===== config.mk =====
export PLATFORM = sky130hd
export DESIGN_NAME = calendar_to_epoch_seconds_top_flat
export DESIGN_NICKNAME = d
export VERILOG_FILES = /design/src/sv/cal2ep_pkg.sv /design/src/sv/cal2ep_if.sv /design/src/sv/calendar_to_epoch_seconds_top.sv /design/src/sv/cal2ep_days.sv /design/src/sv/cal2ep_scale.sv /design/src/flat_wrapper.sv
export SDC_FILE = /design/constraint.sdc
export NUM_CORES = 1
export LEC_CHECK = 0
export BUFFER_PORTS_ARGS = -buffer_cell sky130_fd_sc_hd__buf_2
export CAP_MARGIN = 10
export CORE_MARGIN = 2
export CORE_UTILIZATION = 69
export DETAILED_ROUTE_END_ITERATION = 7
export GPL_ROUTABILITY_DRIVEN = 0
export PLACE_DENSITY = 0.93
export SYNTH_ARGS = -nofsm -noshare
export SYNTH_HDL_FRONTEND = slang
export SYNTH_HIERARCHICAL = 1
export SYNTH_SLANG_ARGS = --single-unit

===== constraint.sdc =====
create_clock -name clk -period 21.5 [get_ports clk]
set_input_delay 4.3 -clock clk [delete_from_list [all_inputs] [get_ports clk]]
set_output_delay 4.3 -clock clk [all_outputs]
set_load 0.01 [all_outputs]

===== src/sv/cal2ep_pkg.sv =====
// ----------------------------------------------------------------------------
// cal2ep_pkg
// Shared types, constants and calendar tables for the date to epoch converter.
// ----------------------------------------------------------------------------
package cal2ep_pkg;

  localparam int YEAR_W  = 14;
  localparam int MONTH_W = 4;
  localparam int DAY_W   = 5;
  localparam int HOUR_W  = 5;
  localparam int MIN_W   = 6;
  localparam int SEC_W   = 6;
  localparam int USEC_W  = 20;
  localparam int EPOCH_W = 39;
  localparam int TOD_W   = 17;
  localparam int DAYS_W  = 24;
  localparam int WIDE_W  = 41;

  localparam int EPOCH_YEAR    = 1970;
  localparam int DAYS_PER_YEAR = 365;
  localparam int LEAP_OFFSET   = 477;
  localparam int SECS_PER_DAY  = 86400;
  localparam int SECS_PER_HOUR = 3600;
  localparam int SECS_PER_MIN  = 60;
  localparam int HOURS_PER_DAY = 24;
  localparam int MINS_PER_HOUR = 60;
  localparam int SECS_PER_MINUTE_MAX = 60;

  // floor(x / 100) == (x * 5243) >> 19 for every 14-bit x
  localparam logic [12:0] RECIP_100 = 13'd5243;
  localparam int RECIP_SHIFT = 19;
  localparam int PROD_W = YEAR_W + 13;
  localparam int QUOT_W = PROD_W - RECIP_SHIFT;

  localparam logic signed [WIDE_W-1:0] EPOCH_MAX = 41'sd274877906943;

  typedef logic signed [DAYS_W-1:0] days_t;
  typedef logic signed [WIDE_W-1:0] wide_t;

  typedef enum logic [2:0] {
    STATUS_OK      = 3'd0,
    STATUS_BAD_MON = 3'd1,
    STATUS_BAD_DAY = 3'd2,
    STATUS_BAD_HR  = 3'd3,
    STATUS_BAD_MIN = 3'd4,
    STATUS_BAD_SEC = 3'd5
  } status_t;

  typedef struct packed {
    days_t              days;
    logic [TOD_W-1:0]   tod;
    logic [USEC_W-1:0]  usec;
    status_t            status;
  } day_beat_t;

  localparam logic [8:0] START_COMMON [16] = '{
    9'd0, 9'd0, 9'd31, 9'd59, 9'd90, 9'd120, 9'd151, 9'd181,
    9'd212, 9'd243, 9'd273, 9'd304, 9'd334, 9'd0, 9'd0, 9'd0
  };
  localparam logic [8:0] START_LEAP [16] = '{
    9'd0, 9'd0, 9'd31, 9'd60, 9'd91, 9'd121, 9'd152, 9'd182,
    9'd213, 9'd244, 9'd274, 9'd305, 9'd335, 9'd0, 9'd0, 9'd0
  };
  localparam logic [4:0] LEN_COMMON [16] = '{
    5'd0, 5'd31, 5'd28, 5'd31, 5'd30, 5'd31, 5'd30, 5'd31,
    5'd31, 5'd30, 5'd31, 5'd30, 5'd31, 5'd0, 5'd0, 5'd0
  };
  localparam logic [4:0] LEN_LEAP [16] = '{
    5'd0, 5'd31, 5'd29, 5'd31, 5'd30, 5'd31, 5'd30, 5'd31,
    5'd31, 5'd30, 5'd31, 5'd30, 5'd31, 5'd0, 5'd0, 5'd0
  };

  function automatic logic [8:0] month_start(input logic leap, input logic [MONTH_W-1:0] m);
    month_start = leap ? START_LEAP[m] : START_COMMON[m];
  endfunction

  function automatic logic [4:0] month_len(input logic leap, input logic [MONTH_W-1:0] m);
    month_len = leap ? LEN_LEAP[m] : LEN_COMMON[m];
  endfunction

endpackage


===== src/sv/cal2ep_if.sv =====
// ----------------------------------------------------------------------------
// cal2ep_if
// Valid/ready channels for calendar date beats and epoch result beats.
// ----------------------------------------------------------------------------
interface cal2ep_date_if;
  logic        valid;
  logic        ready;
  logic [13:0] year;
  logic [3:0]  month;
  logic [4:0]  day;
  logic [4:0]  hour;
  logic [5:0]  minute;
  logic [5:0]  second;
  logic [19:0] microseconds_in;

  modport source (
    output valid, year, month, day, hour, minute, second, microseconds_in,
    input  ready
  );
  modport sink (
    input  valid, year, month, day, hour, minute, second, microseconds_in,
    output ready
  );
endinterface

interface cal2ep_epoch_if;
  logic              valid;
  logic              ready;
  logic signed [38:0] epoch_seconds;
  logic [19:0]       microseconds_out;
  logic [2:0]        status;

  modport source (output valid, epoch_seconds, microseconds_out, status, input ready);
  modport sink   (input valid, epoch_seconds, microseconds_out, status, output ready);
endinterface


===== src/sv/calendar_to_epoch_seconds_top.sv =====
// ----------------------------------------------------------------------------
// calendar_to_epoch_seconds_top
// Converts a UTC calendar date and time to signed seconds since 1970-01-01.
//
// The date channel takes one beat of year, month, day, hour, minute, second
// and microseconds; the epoch channel returns one beat per date beat, in
// order, with the seconds, the microseconds copied through and a status code
// naming the first bad field (month, day, hour, minute, second). On a bad
// field the seconds hold the sum of the fields checked before it.
// Seconds above 2^38-1 saturate there.
// One beat is taken every cycle while the receiver keeps epoch.ready high;
// the block has five register stages, the last of which is the output
// register. Each stage holds its beat while the one after it is full, so a
// stalled receiver fills the pipeline before date.ready drops, and bubbles
// are squeezed out. Nothing is lost or repeated.
// Reset clears the stage valid bits only; the block keeps no other state.
// ----------------------------------------------------------------------------
module calendar_to_epoch_seconds_top (
  input  logic            clk,
  input  logic            rst,
  cal2ep_date_if.sink     date,
  cal2ep_epoch_if.source  epoch
);
  import cal2ep_pkg::*;

  logic      beat_valid;
  logic      beat_ready;
  day_beat_t beat;

  cal2ep_days u_days (
    .clk        (clk),
    .rst        (rst),
    .date       (date),
    .beat_valid (beat_valid),
    .beat_ready (beat_ready),
    .beat       (beat)
  );

  cal2ep_scale u_scale (
    .clk        (clk),
    .rst        (rst),
    .beat_valid (beat_valid),
    .beat_ready (beat_ready),
    .beat       (beat),
    .epoch      (epoch)
  );

endmodule


===== src/sv/cal2ep_days.sv =====
// ----------------------------------------------------------------------------
// cal2ep_days
// Three stage front end: year reciprocals, leap rule and day count, then field
// checks, status and time of day.
// ----------------------------------------------------------------------------
module cal2ep_days (
  input  logic                  clk,
  input  logic                  rst,
  cal2ep_date_if.sink           date,
  output logic                  beat_valid,
  input  logic                  beat_ready,
  output cal2ep_pkg::day_beat_t beat
);
  import cal2ep_pkg::*;

  logic v1, v2, v3;
  logic rdy1, rdy2, rdy3;

  // stage 1 registers
  logic [YEAR_W-1:0]  s1_year;
  logic               s1_year_zero;
  logic [YEAR_W-1:0]  s1_prev;
  logic [PROD_W-1:0]  s1_yq;
  logic [PROD_W-1:0]  s1_pq;
  days_t              s1_yr365;
  logic [MONTH_W-1:0] s1_month;
  logic [DAY_W-1:0]   s1_day;
  logic [HOUR_W-1:0]  s1_hour;
  logic [MIN_W-1:0]   s1_minute;
  logic [SEC_W-1:0]   s1_second;
  logic [USEC_W-1:0]  s1_usec;

  // stage 2 registers
  logic               s2_leap;
  days_t              s2_base;
  logic [MONTH_W-1:0] s2_month;
  logic [DAY_W-1:0]   s2_day;
  logic [HOUR_W-1:0]  s2_hour;
  logic [MIN_W-1:0]   s2_minute;
  logic [SEC_W-1:0]   s2_second;
  logic [USEC_W-1:0]  s2_usec;

  // stage 1 logic
  logic signed [YEAR_W:0] ydiff;
  logic [YEAR_W-1:0]      prev;

  // stage 2 logic
  logic [QUOT_W-1:0]  yq_q;
  logic [QUOT_W-1:0]  pq_q;
  logic [YEAR_W-1:0]  yrem;
  logic               leap;
  logic [11:0]        leaps_pos;
  logic signed [12:0] leaps;

  // stage 3 logic
  logic               m_ok, d_ok, h_ok, mi_ok, s_ok;
  logic [4:0]         mlen;
  days_t              days_next;
  logic [TOD_W-1:0]   tod_next;
  status_t            status_next;

  assign rdy3       = !v3 || beat_ready;
  assign rdy2       = !v2 || rdy3;
  assign rdy1       = !v1 || rdy2;
  assign date.ready = rdy1;
  assign beat_valid = v3;

  always_ff @(posedge clk) begin
    if (rst) begin
      v1 <= 1'b0;
      v2 <= 1'b0;
      v3 <= 1'b0;
    end else begin
      if (rdy1) v1 <= date.valid;
      if (rdy2) v2 <= v1;
      if (rdy3) v3 <= v2;
    end
  end

  assign ydiff = $signed({1'b0, date.year}) - (YEAR_W+1)'(EPOCH_YEAR);
  assign prev  = date.year - YEAR_W'(1);

  always_ff @(posedge clk) begin
    if (rdy1) begin
      s1_year      <= date.year;
      s1_year_zero <= (date.year == '0);
      s1_prev      <= prev;
      s1_yq        <= PROD_W'(date.year) * PROD_W'(RECIP_100);
      s1_pq        <= PROD_W'(prev) * PROD_W'(RECIP_100);
      s1_yr365     <= days_t'(ydiff) * days_t'(DAYS_PER_YEAR);
      s1_month     <= date.month;
      s1_day       <= date.day;
      s1_hour      <= date.hour;
      s1_minute    <= date.minute;
      s1_second    <= date.second;
      s1_usec      <= date.microseconds_in;
    end
  end

  // leap rule and leap days before the year
  always_comb begin
    yq_q      = s1_yq[PROD_W-1:RECIP_SHIFT];
    pq_q      = s1_pq[PROD_W-1:RECIP_SHIFT];
    yrem      = s1_year - YEAR_W'(yq_q) * YEAR_W'(100);
    leap      = (s1_year[1:0] == 2'b00) && ((yrem != '0) || (yq_q[1:0] == 2'b00));
    leaps_pos = 12'(s1_prev[YEAR_W-1:2]) - 12'(pq_q) + 12'(pq_q[QUOT_W-1:2]);
    leaps     = s1_year_zero ? -13'sd1 : $signed({1'b0, leaps_pos});
  end

  always_ff @(posedge clk) begin
    if (rdy2) begin
      s2_leap   <= leap;
      s2_base   <= s1_yr365 + days_t'(leaps) - days_t'(LEAP_OFFSET);
      s2_month  <= s1_month;
      s2_day    <= s1_day;
      s2_hour   <= s1_hour;
      s2_minute <= s1_minute;
      s2_second <= s1_second;
      s2_usec   <= s1_usec;
    end
  end

  // field checks in order, partial sums up to the first bad field
  always_comb begin
    mlen  = month_len(s2_leap, s2_month);
    m_ok  = (s2_month != '0) && (s2_month <= MONTH_W'(12));
    d_ok  = m_ok && (s2_day != '0) && (s2_day <= mlen);
    h_ok  = d_ok && (s2_hour < HOUR_W'(HOURS_PER_DAY));
    mi_ok = h_ok && (s2_minute < MIN_W'(MINS_PER_HOUR));
    s_ok  = mi_ok && (s2_second < SEC_W'(SECS_PER_MINUTE_MAX));

    days_next = s2_base
              + (m_ok ? days_t'(month_start(s2_leap, s2_month)) : days_t'(0))
              + (d_ok ? days_t'(s2_day - DAY_W'(1)) : days_t'(0));
    tod_next  = (h_ok  ? TOD_W'(s2_hour) * TOD_W'(SECS_PER_HOUR) : '0)
              + (mi_ok ? TOD_W'(s2_minute) * TOD_W'(SECS_PER_MIN) : '0)
              + (s_ok  ? TOD_W'(s2_second) : '0);

    priority if (!m_ok) status_next = STATUS_BAD_MON;
    else if (!d_ok)     status_next = STATUS_BAD_DAY;
    else if (!h_ok)     status_next = STATUS_BAD_HR;
    else if (!mi_ok)    status_next = STATUS_BAD_MIN;
    else if (!s_ok)     status_next = STATUS_BAD_SEC;
    else                status_next = STATUS_OK;
  end

  always_ff @(posedge clk) begin
    if (rdy3) begin
      beat.days   <= days_next;
      beat.tod    <= tod_next;
      beat.usec   <= s2_usec;
      beat.status <= status_next;
    end
  end

endmodule


===== src/sv/cal2ep_scale.sv =====
// ----------------------------------------------------------------------------
// cal2ep_scale
// Back end: day count times seconds per day, then time of day added,
// saturation and the output register.
// ----------------------------------------------------------------------------
module cal2ep_scale (
  input  logic                  clk,
  input  logic                  rst,
  input  logic                  beat_valid,
  output logic                  beat_ready,
  input  cal2ep_pkg::day_beat_t beat,
  cal2ep_epoch_if.source        epoch
);
  import cal2ep_pkg::*;

  logic v4, v5;
  logic rdy4, rdy5;

  wide_t              s4_prod;
  logic [TOD_W-1:0]   s4_tod;
  logic [USEC_W-1:0]  s4_usec;
  status_t            s4_status;

  wide_t              sum;

  logic signed [EPOCH_W-1:0] epoch_seconds;
  logic [USEC_W-1:0]         usec;
  status_t                   status;

  assign rdy5        = !v5 || epoch.ready;
  assign rdy4        = !v4 || rdy5;
  assign beat_ready  = rdy4;
  assign epoch.valid = v5;

  always_ff @(posedge clk) begin
    if (rst) begin
      v4 <= 1'b0;
      v5 <= 1'b0;
    end else begin
      if (rdy4) v4 <= beat_valid;
      if (rdy5) v5 <= v4;
    end
  end

  always_ff @(posedge clk) begin
    if (rdy4) begin
      s4_prod   <= wide_t'(beat.days) * wide_t'(SECS_PER_DAY);
      s4_tod    <= beat.tod;
      s4_usec   <= beat.usec;
      s4_status <= beat.status;
    end
  end

  assign sum = s4_prod + $signed({(WIDE_W-TOD_W)'(0), s4_tod});

  always_ff @(posedge clk) begin
    if (rdy5) begin
      epoch_seconds <= (sum > EPOCH_MAX) ? EPOCH_MAX[EPOCH_W-1:0] : sum[EPOCH_W-1:0];
      usec          <= s4_usec;
      status        <= s4_status;
    end
  end

  assign epoch.epoch_seconds    = epoch_seconds;
  assign epoch.microseconds_out = usec;
  assign epoch.status           = status;

endmodule


===== src/flat_wrapper.sv =====
// flat-port wrapper written by rule: the top's interface ports become plain ports
module calendar_to_epoch_seconds_top_flat import cal2ep_pkg::*;
  (clk, rst, date_valid, date_year, date_month, date_day, date_hour, date_minute, date_second, date_microseconds_in, date_ready, epoch_valid, epoch_epoch_seconds, epoch_microseconds_out, epoch_status, epoch_ready);
  cal2ep_date_if date_i ();
  cal2ep_epoch_if epoch_i ();
  input  logic clk;
  input  logic rst;
  input wire logic [$bits(date_i.valid)-1:0] date_valid;
  input wire logic [$bits(date_i.year)-1:0] date_year;
  input wire logic [$bits(date_i.month)-1:0] date_month;
  input wire logic [$bits(date_i.day)-1:0] date_day;
  input wire logic [$bits(date_i.hour)-1:0] date_hour;
  input wire logic [$bits(date_i.minute)-1:0] date_minute;
  input wire logic [$bits(date_i.second)-1:0] date_second;
  input wire logic [$bits(date_i.microseconds_in)-1:0] date_microseconds_in;
  output wire logic [$bits(date_i.ready)-1:0] date_ready;
  output wire logic [$bits(epoch_i.valid)-1:0] epoch_valid;
  output wire logic [$bits(epoch_i.epoch_seconds)-1:0] epoch_epoch_seconds;
  output wire logic [$bits(epoch_i.microseconds_out)-1:0] epoch_microseconds_out;
  output wire logic [$bits(epoch_i.status)-1:0] epoch_status;
  input wire logic [$bits(epoch_i.ready)-1:0] epoch_ready;
  assign date_i.valid = date_valid;
  assign date_i.year = date_year;
  assign date_i.month = date_month;
  assign date_i.day = date_day;
  assign date_i.hour = date_hour;
  assign date_i.minute = date_minute;
  assign date_i.second = date_second;
  assign date_i.microseconds_in = date_microseconds_in;
  assign date_ready = date_i.ready;
  assign epoch_valid = epoch_i.valid;
  assign epoch_epoch_seconds = epoch_i.epoch_seconds;
  assign epoch_microseconds_out = epoch_i.microseconds_out;
  assign epoch_status = epoch_i.status;
  assign epoch_i.ready = epoch_ready;
  calendar_to_epoch_seconds_top u_core (.clk(clk), .rst(rst), .date(date_i), .epoch(epoch_i));
endmodule

==> out/results.ini <==
[timing]
final.setup_skew_ns=0.0308
hold_viol_final=0
setup-tns-final_ns=0
timing.fmax_mhz=88.2
setup_ws_ns=10.16
finalCritPeriodShare_pct=52.7
rsz0062_at_grt=no
worstMarginPinSlew_ns=1.16
setup_viol=0
slew_headroom_pct=22.9
layout_min_cycle_time_ns=11.34
final-max-slew-violation-count=0

[cts]
clkLatencyLatePin_ns=0.60
numCtsBuffers=42
cts_hold_buf=0
cts_resized=0
cts_tree=yes
h-tree-depth=2
cts.sinks=388
clk_pin_slew_worst_paths_ns=0.06
cts_buffer_depth=3
postCtsSetupRepairBufs=0
cts-root-buf=clkbuf_16

[grt]
grt_remaining_overflow=0
use_met1_pct=33.9
antenna_found_initial=5
grt_use_met3_pct=5.50
grt_use_total_pct=31.8
top_usage_layer=met2
grt_pass1_vias=26172
grt_pass1_wl_mm=132
grt_max_degree=86
use_met2_pct=58.0

[placement]
dpl-instance-area_um2=36300
hpwlAfterDp_mm=59.0
port_buffers=127
pre_cts_ws_ns=9.82

[cells_and_area]
final_core_util_pct=75.4
area_growth_pct=8.24
nets=4253
drive_above_1_share_pct=7.47
final_area_um2=37700
nFillCells=2784

[detailed_routing]
drt_iter0_drc=2169
routedWlPerCell_um=20.4
first_pass_iters=8
viasPerCell=6.09
remaining_drc_errors=1
vias=24437
drtAntennaViolNets=0
drt-total-wl_mm=81.8

[setup_path]
criticalPathCategory=in -> reg
start_kind=primary input
required_ns=21.82
cp.arrival_ns=11.66
r2r_start=u_core/u_days/s2_month[1]
cp_max_fo=10
crit_path_start=date_year[1]
end_kind=flop

[logic_synthesis]
ys_types=88
yosys_warnings=6
synthCells=3141
ys.flop_type=edfxtp_1
synth-async-reset-ratio_pct=0
synth-edff-count=383
ys_ff_latch=388
avgSynthCellArea_um2=11.1
ys_seq_area_share_pct=33.3
syn_area_um2=34800
syn_nets=4093

[run_status]
outcome=complete, but fails checks
violations=design-rule violations

[floorplanning]
ios=128
row_count=82
dieArea_um2=52300
start_util_pct=69.7
die_x_um=229
fp.coreArea_um2=50000
die_y_um=229

[hold_path]
min_from=u_core/u_scale/s4_usec[12]
hp-class=reg -> reg

[job]
max_cap_viol_count=0

[layout make-up]
type	instances	area, um2	area share [%]
well taps	672	841	2.23
clock inverters	30	315	0.837
diodes	6	15.0	0.0398
flip-flops and latches	388	11600	30.8
inverters	694	2610	6.91
repair buffers	135	696	1.85
clock buffers	47	1070	2.84
multi-input cells	2040	20500	54.5
[critical path, cell delays in order]
cell	delay [ns]
buf_2	0.17
inv_1	0.32
ha_1	0.36
a21boi_2	0.25
nand2_1	0.12
a21boi_1	0.29
o21ai_2	0.13
a21boi_0	0.34
nand2_1	0.21
xnor2_1	0.87
fa_1	0.59
ha_1	0.33
fa_1	0.49
inv_1	0.06
fa_1	0.52
fa_1	0.56
inv_1	0.05
ha_1	0.32
and4_1	0.19
nor4bb_1	0.26
o31ai_1	0.13
a31o_2	0.23
o211a_1	0.28
a21oi_1	0.19
xnor2_1	0.09
[state kept, by name (all words and copies together) (netlist names), 8 cells and up]
signal and count:
u_core/u_days/s1_year 14, u_core/u_days/s1_usec 20, u_core/u_scale/s4_usec 20, u_core/u_scale/epoch.epoch_seconds 39, u_core/u_days/s2_usec 20, u_core/u_scale/epoch.microseconds_out 20
u_core/u_scale/s4_tod 17, u_core/u_days/beat 64, u_core/u_days/s1_pq 8, u_core/u_scale/s4_prod 34, u_core/u_days/s2_base 24, u_core/u_days/s1_yq 8
u_core/u_days/s1_yr365 23, u_core/u_days/s1_prev 12
[metrics by stage]
step | cells | hold slack (ns)
after floorplan | 3141 | 0.400
after global placement | 3929 | 0.400
after detailed placement | 3929 | 0.405
after CTS | 4006 | 0.403
after global routing | 4011 | 0.412
final | 4012 | 0.404
[final timing paths]
check | depth (start not counted) | slack, ns | endpoint
worst min-delay path | 0 | 0.40 | u_core/u_scale/epoch.microseconds_out[12]
worst min register to register | 0 | 0.40 | u_core/u_scale/epoch.microseconds_out[12]
worst max-delay path | 25 | 10.16 | u_core/u_days/s1_pq[26]
worst max register to register | 24 | 14.29 | u_core/u_days/beat[37]
[Yosys cell counts, types with 4 or more instances]
master     number  area share, %
xor2_1         65            1.6
nor3_1         25           0.36
mux2_2          4           0.13
nor2_1        112            1.2
and4_1          7           0.18
or3_1           8           0.14
fa_1          279             16
buf_4           4          0.086
nand4_1        15           0.27
o211ai_1       11           0.24
o21a_1         22           0.47
nand3_1        43           0.62
o221ai_1        4           0.10
o311ai_0        6           0.15
clkbuf_1        9          0.097
o21ai_1         7           0.10
o21ai_0        74            1.1
a31oi_1        15           0.27
and3_1         26           0.47
a21oi_1       147            2.1
o21ai_2         5           0.13
and2_1         23           0.41
edfxtp_1      383             33
xnor2_1       136            3.4
nand2b_1       34           0.61
o31ai_1        10           0.22
ha_1          609             22
nand2_1       126            1.4
nor2b_1        18           0.32
or2_2          10           0.18
o2111ai_1       5           0.13
a211o_1         5           0.13
a211oi_1       17           0.37
inv_1         692            7.5
dfxtp_1         5           0.29
mux2i_1         5           0.14
a221oi_1        5           0.13
o21bai_1       25           0.54
a21o_1         68            1.5
[logic make-up after synthesis]
| kind of cell | share of synthesized area, % |
|---|---|
| adders and majority gates | 37.9 |
| buffers and inverters | 7.76 |
| muxes | 0.273 |
| DFF | 33.3 |
| xor gates and xnor gates | 5.12 |
| AOI/OAI and AO/OA | 8.97 |
| and+or+nand+nor | 6.64 |
[per-layer routing]
| layer | routed length (um) | up-vias |
|---|---|---|
| li1 | - | 10902 |
| met1 | 28100 | 11745 |
| met2 | 42600 | 1326 |
| met3 | 5230 | 464 |
| met4 | 5870 | 0 |
| met5 | 0 | - |
[layout by cell type, fill, tap and decap left out, types with 22 or more instances in the layout]
cell | Yosys | routed
inv_1 | 692 | 689
xnor2_1 | 136 | 136
and3_1 | 26 | 26
nor3_1 | 25 | 25
nand3_1 | 43 | 43
edfxtp_1 | 383 | 383
and2_1 | 23 | 23
o21bai_1 | 25 | 25
fa_1 | 279 | 279
xor2_1 | 65 | 65
o21ai_0 | 74 | 74
buf_2 | 3 | 127
nand2_1 | 126 | 124
a21oi_1 | 147 | 147
clkbuf_16 | 0 | 42
nand2b_1 | 34 | 34
ha_1 | 609 | 609
nor2_1 | 112 | 112
o21a_1 | 22 | 22
a21o_1 | 68 | 68
Power is not shown: default switching activity piles up to over one toggle a cycle in this logic, so the estimate is an artifact.
